File: src/rtl/core/dq_pkg.sv
// Package with the request codes, status codes and shared types of the queue.
`timescale 1ns / 1ps

package dq_pkg;

   localparam int VALUE_W = 32;
   localparam int COUNT_W = 7;

   typedef enum logic [1:0] {
      OP_PUSH_FRONT = 2'd0,
      OP_PUSH_BACK  = 2'd1,
      OP_POP_FRONT  = 2'd2,
      OP_POP_BACK   = 2'd3
   } dq_op_type;

   typedef enum logic [1:0] {
      ST_OK    = 2'd0,
      ST_EMPTY = 2'd1,
      ST_FULL  = 2'd2
   } dq_status_type;

   typedef enum logic {
      S_IDLE = 1'b0,
      S_READ = 1'b1
   } dq_state_type;

   typedef struct packed {
      logic                 load;
      logic                 from_ram;
      dq_status_type        status;
      logic [COUNT_W-1:0]   entry_count;
      logic                 is_empty;
   } dq_load_type;

endpackage

File: src/rtl/core/dq_ram.sv
// Generic single-write, single-read memory with a registered read port.
`timescale 1ns / 1ps

module dq_ram #(
   parameter int WIDTH = 32,
   parameter int DEPTH = 64
) (
   input  logic                     clock,
   input  logic                     wr_en,
   input  logic [$clog2(DEPTH)-1:0] wr_addr,
   input  logic [WIDTH-1:0]         wr_data,
   input  logic                     rd_en,
   input  logic [$clog2(DEPTH)-1:0] rd_addr,
   output logic [WIDTH-1:0]         rd_data
);

   logic [WIDTH-1:0] mem_ff [DEPTH];
   logic [WIDTH-1:0] rd_data_ff;

   always_ff @(posedge clock) begin
      if (wr_en) begin
         mem_ff[wr_addr] <= wr_data;
      end
      if (rd_en) begin
         rd_data_ff <= mem_ff[rd_addr];
      end
   end

   assign rd_data = rd_data_ff;

endmodule

File: src/rtl/core/dq_ctrl.sv
// Front pointer, count and sequencing of the memory accesses for each request.
`timescale 1ns / 1ps

module dq_ctrl #(
   parameter int DEPTH = 64
) (
   input  logic                     clock,
   input  logic                     reset,
   input  logic                     req_valid,
   input  dq_pkg::dq_op_type        req_op,
   input  logic                     rsp_free,
   output logic                     req_ready,
   output logic                     wr_en,
   output logic [$clog2(DEPTH)-1:0] wr_addr,
   output logic                     rd_en,
   output logic [$clog2(DEPTH)-1:0] rd_addr,
   output dq_pkg::dq_load_type      load
);

   localparam int AW = $clog2(DEPTH);
   localparam int CW = $clog2(DEPTH + 1);
   localparam int SW = CW + 1;

   dq_pkg::dq_state_type state_ff, state_in;
   logic [AW-1:0]        front_ff, front_in;
   logic [CW-1:0]        count_ff, count_in;

   logic          accept;
   logic          full;
   logic          empty;
   logic [AW-1:0] front_dec;
   logic [AW-1:0] front_inc;
   logic [SW-1:0] back_sum;
   logic [SW-1:0] last_sum;
   logic [AW-1:0] back_slot;
   logic [AW-1:0] last_slot;
   logic          pop_ok;

   assign req_ready = (state_ff == dq_pkg::S_IDLE) && rsp_free;
   assign accept    = req_valid && req_ready;
   assign full      = (count_ff == CW'(DEPTH));
   assign empty     = (count_ff == '0);

   assign front_dec = (front_ff == '0) ? AW'(DEPTH - 1) : front_ff - AW'(1);
   assign front_inc = (front_ff == AW'(DEPTH - 1)) ? '0 : front_ff + AW'(1);
   assign back_sum  = SW'(front_ff) + SW'(count_ff);
   assign last_sum  = back_sum - SW'(1);
   assign back_slot = (back_sum >= SW'(DEPTH)) ? AW'(back_sum - SW'(DEPTH)) : AW'(back_sum);
   assign last_slot = (last_sum >= SW'(DEPTH)) ? AW'(last_sum - SW'(DEPTH)) : AW'(last_sum);

   always_comb begin
      state_in = state_ff;
      unique case (state_ff)
         dq_pkg::S_IDLE: begin
            if (accept && pop_ok) begin
               state_in = dq_pkg::S_READ;
            end
         end
         dq_pkg::S_READ: begin
            state_in = dq_pkg::S_IDLE;
         end
         default: begin
            state_in = dq_pkg::S_IDLE;
         end
      endcase
   end

   always_comb begin
      logic [dq_pkg::COUNT_W+CW-1:0] count_wide;
      front_in         = front_ff;
      count_in         = count_ff;
      wr_en            = 1'b0;
      wr_addr          = back_slot;
      rd_en            = 1'b0;
      rd_addr          = front_ff;
      pop_ok           = 1'b0;
      load.load        = 1'b0;
      load.from_ram    = 1'b0;
      load.status      = dq_pkg::ST_OK;
      unique case (req_op)
         dq_pkg::OP_PUSH_FRONT: begin
            if (full) begin
               load.status = dq_pkg::ST_FULL;
            end else begin
               wr_en    = accept;
               wr_addr  = front_dec;
               front_in = accept ? front_dec : front_ff;
               count_in = accept ? count_ff + CW'(1) : count_ff;
            end
         end
         dq_pkg::OP_PUSH_BACK: begin
            if (full) begin
               load.status = dq_pkg::ST_FULL;
            end else begin
               wr_en    = accept;
               wr_addr  = back_slot;
               count_in = accept ? count_ff + CW'(1) : count_ff;
            end
         end
         dq_pkg::OP_POP_FRONT: begin
            if (empty) begin
               load.status = dq_pkg::ST_EMPTY;
            end else begin
               pop_ok   = 1'b1;
               rd_en    = accept;
               rd_addr  = front_ff;
               front_in = accept ? front_inc : front_ff;
               count_in = accept ? count_ff - CW'(1) : count_ff;
            end
         end
         dq_pkg::OP_POP_BACK: begin
            if (empty) begin
               load.status = dq_pkg::ST_EMPTY;
            end else begin
               pop_ok   = 1'b1;
               rd_en    = accept;
               rd_addr  = last_slot;
               count_in = accept ? count_ff - CW'(1) : count_ff;
            end
         end
         default: begin
            load.status = dq_pkg::ST_OK;
         end
      endcase

      if (state_ff == dq_pkg::S_READ) begin
         load.load     = 1'b1;
         load.from_ram = 1'b1;
         load.status   = dq_pkg::ST_OK;
         count_wide    = {{dq_pkg::COUNT_W{1'b0}}, count_ff};
         load.is_empty = (count_ff == '0);
      end else begin
         load.load     = accept && !pop_ok;
         count_wide    = {{dq_pkg::COUNT_W{1'b0}}, count_in};
         load.is_empty = (count_in == '0);
      end
      load.entry_count = count_wide[dq_pkg::COUNT_W-1:0];
   end

   always_ff @(posedge clock) begin
      if (reset) begin
         state_ff <= dq_pkg::S_IDLE;
         front_ff <= '0;
         count_ff <= '0;
      end else begin
         state_ff <= state_in;
         front_ff <= front_in;
         count_ff <= count_in;
      end
   end

endmodule

File: src/rtl/core/double_ended_queue_core.sv
// Top level of the double-ended queue: word memory, control and result register.
//
//   Channel   Direction   Moves
//   req_*     in          one request: operation in tuser, pushed word in tdata
//   rsp_*     out         one result: status in tuser, popped word and count in tdata
//
// A push or a refused request loads the result register directly; a successful pop
// first reads the word memory through its registered read port, holding off requests.
// Reset clears the front pointer, the count and the result valid; the word
// memory is not cleared, since a pop only reads words that a push wrote.
// A held result stalls new requests only when it is not taken in that cycle.
`timescale 1ns / 1ps

module double_ended_queue_core #(
   parameter int DEPTH = 64
) (
   input  logic        clock,
   input  logic        reset,
   input  logic        req_tvalid,
   output logic        req_tready,
   input  logic [31:0] req_tdata,   // [31:0] push_value
   input  logic [1:0]  req_tuser,   // [1:0] req_type
   output logic        rsp_tvalid,
   input  logic        rsp_tready,
   output logic [39:0] rsp_tdata,   // [31:0] pop_value, [38:32] entry_count, [39] is_empty
   output logic [1:0]  rsp_tuser    // [1:0] status
);

   localparam int AW = $clog2(DEPTH);

   logic                              wr_en;
   logic [AW-1:0]                     wr_addr;
   logic                              rd_en;
   logic [AW-1:0]                     rd_addr;
   logic [dq_pkg::VALUE_W-1:0]        rd_data;
   logic                              rsp_free;
   dq_pkg::dq_load_type               load;

   logic                              rsp_valid_ff, rsp_valid_in;
   logic [dq_pkg::VALUE_W-1:0]        rsp_value_ff;
   dq_pkg::dq_status_type             rsp_status_ff;
   logic [dq_pkg::COUNT_W-1:0]        rsp_count_ff;
   logic                              rsp_empty_ff;

   assign rsp_free = !rsp_valid_ff || rsp_tready;

   dq_ram #(
      .WIDTH (dq_pkg::VALUE_W),
      .DEPTH (DEPTH)
   ) u_dq_ram (
      .clock   (clock),
      .wr_en   (wr_en),
      .wr_addr (wr_addr),
      .wr_data (req_tdata),
      .rd_en   (rd_en),
      .rd_addr (rd_addr),
      .rd_data (rd_data)
   );

   dq_ctrl #(
      .DEPTH (DEPTH)
   ) u_dq_ctrl (
      .clock     (clock),
      .reset     (reset),
      .req_valid (req_tvalid),
      .req_op    (dq_pkg::dq_op_type'(req_tuser)),
      .rsp_free  (rsp_free),
      .req_ready (req_tready),
      .wr_en     (wr_en),
      .wr_addr   (wr_addr),
      .rd_en     (rd_en),
      .rd_addr   (rd_addr),
      .load      (load)
   );

   always_comb begin
      if (load.load) begin
         rsp_valid_in = 1'b1;
      end else if (rsp_tready) begin
         rsp_valid_in = 1'b0;
      end else begin
         rsp_valid_in = rsp_valid_ff;
      end
   end

   always_ff @(posedge clock) begin
      if (reset) begin
         rsp_valid_ff <= 1'b0;
      end else begin
         rsp_valid_ff <= rsp_valid_in;
      end
   end

   always_ff @(posedge clock) begin
      if (load.load) begin
         rsp_value_ff  <= load.from_ram ? rd_data : '0;
         rsp_status_ff <= load.status;
         rsp_count_ff  <= load.entry_count;
         rsp_empty_ff  <= load.is_empty;
      end
   end

   assign rsp_tvalid = rsp_valid_ff;
   assign rsp_tdata  = {rsp_empty_ff, rsp_count_ff, rsp_value_ff};
   assign rsp_tuser  = rsp_status_ff;

endmodule

File: config.mk
export PLATFORM = sky130hd
export DESIGN_NAME = double_ended_queue_core
export DESIGN_NICKNAME = d
export VERILOG_FILES = /design/src/rtl/core/dq_pkg.sv /design/src/rtl/core/dq_ram.sv /design/src/rtl/core/dq_ctrl.sv /design/src/rtl/core/double_ended_queue_core.sv
export SDC_FILE = /design/constraint.sdc
export NUM_CORES = 2
export LEC_CHECK = 0
export BUFFER_PORTS_ARGS = -buffer_cell sky130_fd_sc_hd__buf_2
export CAP_MARGIN = 40
export CORE_ASPECT_RATIO = 1.2
export CORE_MARGIN = 1
export CORE_UTILIZATION = 45
export CTS_CLUSTER_DIAMETER = 100
export DETAILED_ROUTE_END_ITERATION = 8
export PLACE_DENSITY = 0.7
export SKIP_CTS_REPAIR_TIMING = 1
export SYNTH_ARGS = -nofsm -noshare
export SYNTH_HDL_FRONTEND = slang
export SYNTH_SLANG_ARGS = --single-unit
export TNS_END_PERCENT = 30
File: constraint.sdc
create_clock -name clock -period 10.8 [get_ports clock]
set_clock_uncertainty 0.1 [all_clocks]
set_input_delay 0.54 -clock clock [delete_from_list [all_inputs] [get_ports clock]]
set_output_delay 0.54 -clock clock [all_outputs]
set_load 0.05 [all_outputs]
==> out/qor_table.md <==
| Step | Quantity | Value |
|:---|:---|:---|
| run status | Result of the run | complete, no violations |
| floorplan | Starting Density | 45.5% |
| layout | Area growth from synthesis to layout | 12.8% |
| setup path | CP Launch Type | register |
| setup path | RR Startpoint | u_dq_ctrl.front_ff[0] |
| layout | Fill count | 14,400 |
| clock network | Clock Latency Late Sink | 0.86 ns |
| clock network | Clock slew at the register clock pins of the worst setup and hold paths | 0.07 ns |
| flow run | # Max-Cap Violations | 0 |
| min path | End point of the worst hold path | u_dq_ram.mem_ff[50][28] |
| synthesis | Post-synthesis cell count | 5,284 |
| setup path | Peak fanout along the critical path | 142 |
| global routing | Overall overflow remaining after global route | 0 |
| sta | Final worst path period share | 54.2% |
| sta | Count of final max-slew check failures | 0 |
| global routing | Met2 Resource Use GR | 39.2% |
| pwr | Leakage dissipation | 30.3 nW |
| global routing | GRT met1 Usage | 32.5% |
| pwr | Register share of total power | 46.4% |
| synthesis | Fraction of synthesized cell area taken by the top area cell type | 76.4% |
| synthesis | Cell type with the highest aggregate area in the netlist | sky130_fd_sc_hd__edfxtp_1 |
| layout | Nets | 5,446 |
| setup path | Slowest stage cell on the critical path | sky130_fd_sc_hd__a32oi_1 |
| setup path | CP cell instances | ha_1 -> fa_1 -> inv_1 -> ha_1 -> o211ai_2 -> a21boi_4 -> buf_12 -> buf_12 -> mux2i_1 -> a221oi_1 -> o21ai_0 -> a32oi_1 -> and3_1 |
| detailed routing | Number of vias after detailed routing | 49,600 |
| global routing | Antenna violations before repair | 18 |
| pwr | Net Sw Frac | 29.4% |
| synthesis | Most instantiated flip-flop cell in the synthesis netlist | sky130_fd_sc_hd__edfxtp_1 |
| setup path | Reg-to-reg critical path endpoint | u_dq_ram.rd_data[27] |
| setup path | Register-to-register setup slack | 4.95 ns |
| pwr | Power share of the combinational group | 20.1% |
| detailed routing | Remaining DRCs | 0 |
| clock network | Number of clock buffers inserted by TritonCTS | 199 |
| sta | Worst Tran Pin Value | 1.24 ns |
| layout | Ratio of cells with drive above 1 in the final layout | 13.6% |
| setup path | Largest stage delay on the critical path | 0.78 ns |
| setup path | Classification of the worst setup path | register to register |
| synthesis | Most area-consuming cells after synthesis | sky130_fd_sc_hd__edfxtp_1, sky130_fd_sc_hd__nand2_1, sky130_fd_sc_hd__mux4_2 |
| layout | Share of the core filled with cells in the final layout | 51.3% |
| global routing | Met3 demand-to-capacity share in global routing | 5.08% |
| min path | HP Class | input port to register |
| setup path | CP endpoint kind | register |
| global routing | Pin count of the biggest net entering global routing | 171 |
| sta | Shortest clock period the worst path allows after layout | 5.85 ns |
| setup path | Worst EP required | 11.39 ns |
| synthesis | Post-synthesis async set-or-reset flop share | 0% |
| synthesis | Most frequently used cell type in the post-synthesis netlist | sky130_fd_sc_hd__edfxtp_1 |
| synthesis | Top post-synthesis cells by count | sky130_fd_sc_hd__edfxtp_1, sky130_fd_sc_hd__nand2_1, sky130_fd_sc_hd__a21oi_1, sky130_fd_sc_hd__nand3_1, sky130_fd_sc_hd__nor2_1 |
| floorplan | Die extent in x | 395 µm |
| clock network | Total number of H-tree levels | 4 |
| floorplan | Top Ports | 82 |
| sta | TNS Setup | 0 ns |
| sta | Headroom to the max-slew limit | 17.3% |
| placement | Final HPWL from detailed placement | 125,000 µm |
| detailed routing | Via-to-Cell Ratio | 6.20 |
| placement | Post-Place Cell Area | 0.0878 mm² |
| global routing | Wire length of the first global-routing pass | 333,000 µm |
| clock network | Clk sink count | 2,137 |
| setup path | Depth of the worst register-to-register path | 13 |
| detailed routing | Wirelength, routed | 233,000 µm |
| layout | Final instance count without filler cells | 8,004 |
| detailed routing | Detailed-route wire length per cell | 29.1 µm |
| setup path | Critical Path AT | 6.45 ns |
| detailed routing | Total iterations of the first detailed-routing run | 9 |
| min path | WHS Path Cells | 1 |
| global routing | Overall global routing resource usage | 24.5% |
| global routing | Via count of the first global-routing pass | 47,900 |
| synthesis | Sequential element share of the synthesized area | 76.7% |
| pwr | P per Cell Area | 215 mW/mm² |
| layout | Fin area | 0.0941 mm² |
| floorplan | Floorplan row count | 172 |
| floorplan | Core area | 0.184 mm² |
| synthesis | Yosys warning count | 0 |
| pwr | Clock power share | 33.5% |
| pwr | Internal | 14.3 mW |
| placement | Final weighted congestion in routability-driven placement | 0.827 |
| floorplan | Height of the die | 474 µm |
| clock network | Maximum clock path buffer count | 3 |
| synthesis | Number of synthesized register bits | 2,137 |
| clock network | Clock Root Buffer | sky130_fd_sc_hd__clkbuf_16 |
| sta | Maximum clock rate | 171 MHz |
| synthesis | Avg Synthesized Cell Area | 15.8 µm² |
| pwr | Max IR drop VDD | 0.000170 V |
| sta | Number of endpoints failing setup at the final stage | 0 |
| synthesis | Syn_nets | 5,334 |
| placement | DP Worst Slack | 5.11 ns |
| detailed routing | Starting DRT DRC Count | 6,744 |
| synthesis | Number of enable-type register cells in the synthesized netlist | 2,122 |
| placement | Cell count after placement | 7,618 |
| pwr | Reported net switching power | 5.94 mW |
| sta | Setup repair after global routing missed its margin | no |
| synthesis | Synth cell types | 68 |
| sta | Total count of hold-check failures in the final report | 0 |
| clock network | Clock tree from TritonCTS | done |
| floorplan | DIE AREA | 0.187 mm² |
| synthesis | Netlist area before placement | 0.0834 mm² |
| placement | Port Buffer Count | 81 |
| sta | PnR worst setup slack | 4.95 ns |
| detailed routing | Final antenna-violating net count | 0 |
| global routing | Busiest layer in global routing | met2 |
| min path | Min-delay src | req_tdata[28] |
[per-stage QoR]
| stage | power, mW | hold slack (ns) |
|---|---|---|
| detailed placement | 13.5 | 0.424 |
| finish | 20.2 | 0.000804 |
| global route | 20.8 | 0.00866 |
| CTS | 20.2 | -0.172 |
| global placement | 13.4 | 0.442 |
| floorplan | 12.1 | 0.403 |
[layout by cell type, fill, tap and decap left out, types with 60 or more instances in the layout]
master / instances
sky130_fd_sc_hd__edfxtp_1: 2122
sky130_fd_sc_hd__nand2_1: 940
sky130_fd_sc_hd__a21oi_1: 318
sky130_fd_sc_hd__nand3_1: 289
sky130_fd_sc_hd__clkbuf_16: 204
sky130_fd_sc_hd__nor2_1: 163
sky130_fd_sc_hd__mux4_2: 152
sky130_fd_sc_hd__mux2i_1: 138
sky130_fd_sc_hd__buf_4: 110
sky130_fd_sc_hd__a221oi_1: 101
sky130_fd_sc_hd__buf_2: 90
sky130_fd_sc_hd__a32oi_1: 64
sky130_fd_sc_hd__nor2_4: 64
sky130_fd_sc_hd__o2111ai_1: 62
sky130_fd_sc_hd__o311ai_0: 60
[how the worst max path moves through the flow]
stage                     startpoint                     end  slack [ns]  depth (start not counted)
6_report       u_dq_ctrl.front_ff[0]    u_dq_ram.rd_data[27]        4.95                         13
5_1_grt        u_dq_ctrl.front_ff[0]    u_dq_ram.rd_data[27]        4.86                         13
4_1_cts        u_dq_ctrl.front_ff[0]    u_dq_ram.rd_data[27]        5.03                         13
3_5_place_dp   u_dq_ctrl.front_ff[0]    u_dq_ram.rd_data[27]        5.11                         13
3_3_place_gp   u_dq_ctrl.front_ff[1]     u_dq_ram.rd_data[7]        4.39                         11
2_1_floorplan  u_dq_ctrl.count_ff[1]  u_dq_ram.mem_ff[32][0]        6.39                         11
[layer usage]
| metal | wire length (µm) | part of all wire (%) | vias to the layer above |
|---|---|---|---|
| li1 | - | - | 20800 |
| met1 | 86700 | 37 | 25100 |
| met2 | 111000 | 48 | 3221 |
| met3 | 25300 | 11 | 481 |
| met4 | 9350 | 4.0 | 16 |
| met5 | 112 | 0.048 | - |
[cell families after synthesis]
logic type                 count (synthesis)  share of synthesized area, %
buffers and inverters                    368                          2.02
AOI/OAI and AO/OA                        869                          7.10
muxes                                    290                          5.76
DFF                                     2137                          76.7
xor gates and xnor gates                  15                         0.157
and+or+nand+nor                         1593                          8.05
adders and majority gates                 12                         0.189
[layout make-up]
cell class,count,area (µm²),area share (%)
Sequential cell,2137,64000,68.0
Multi-Input combinational cell,2779,18400,19.6
Clock buffer,251,5280,5.61
Tap cell,2436,3050,3.24
Timing Repair Buffer,266,2400,2.55
Clock inverter,111,912,0.969
Inverter,13,48.8,0.0518
Antenna cell,11,27.5,0.0292
[power by group through the flow]
stage / Clock, mW / Sequential (mW) / Combinational [mW]
CTS: 6.81 / 9.38 / 4.01
detailed placement: 0 / 9.56 / 3.99
floorplan: 0 / 9.65 / 2.46
finish: 6.77 / 9.38 / 4.07
global route: 7.11 / 9.39 / 4.30
global placement: 0 / 9.56 / 3.88
[state kept, by name (all words and copies together), names as in the netlist, 2 cells and up]
signal	flops
u_dq_ctrl.front_ff	6
u_dq_ctrl.count_ff	7
u_dq_ram.rd_data	32
rsp_count_ff	7
u_dq_ram.mem_ff	2048
rsp_value_ff	32
rsp_tuser	2
[critical path, delay by kind of cell (launching register included)]
kind	cells	cell delay (ns)
adder cells (fa/ha/maj)	3	1.20
AO/OA/AOI/OAI	5	2.00
AND/OR/NAND/NOR	1	0.27
multiplexers	1	0.17
buffers and inverters	3	1.32
flip-flops	1	0.43
No activity file was read; power rests on OpenSTA's default activity.
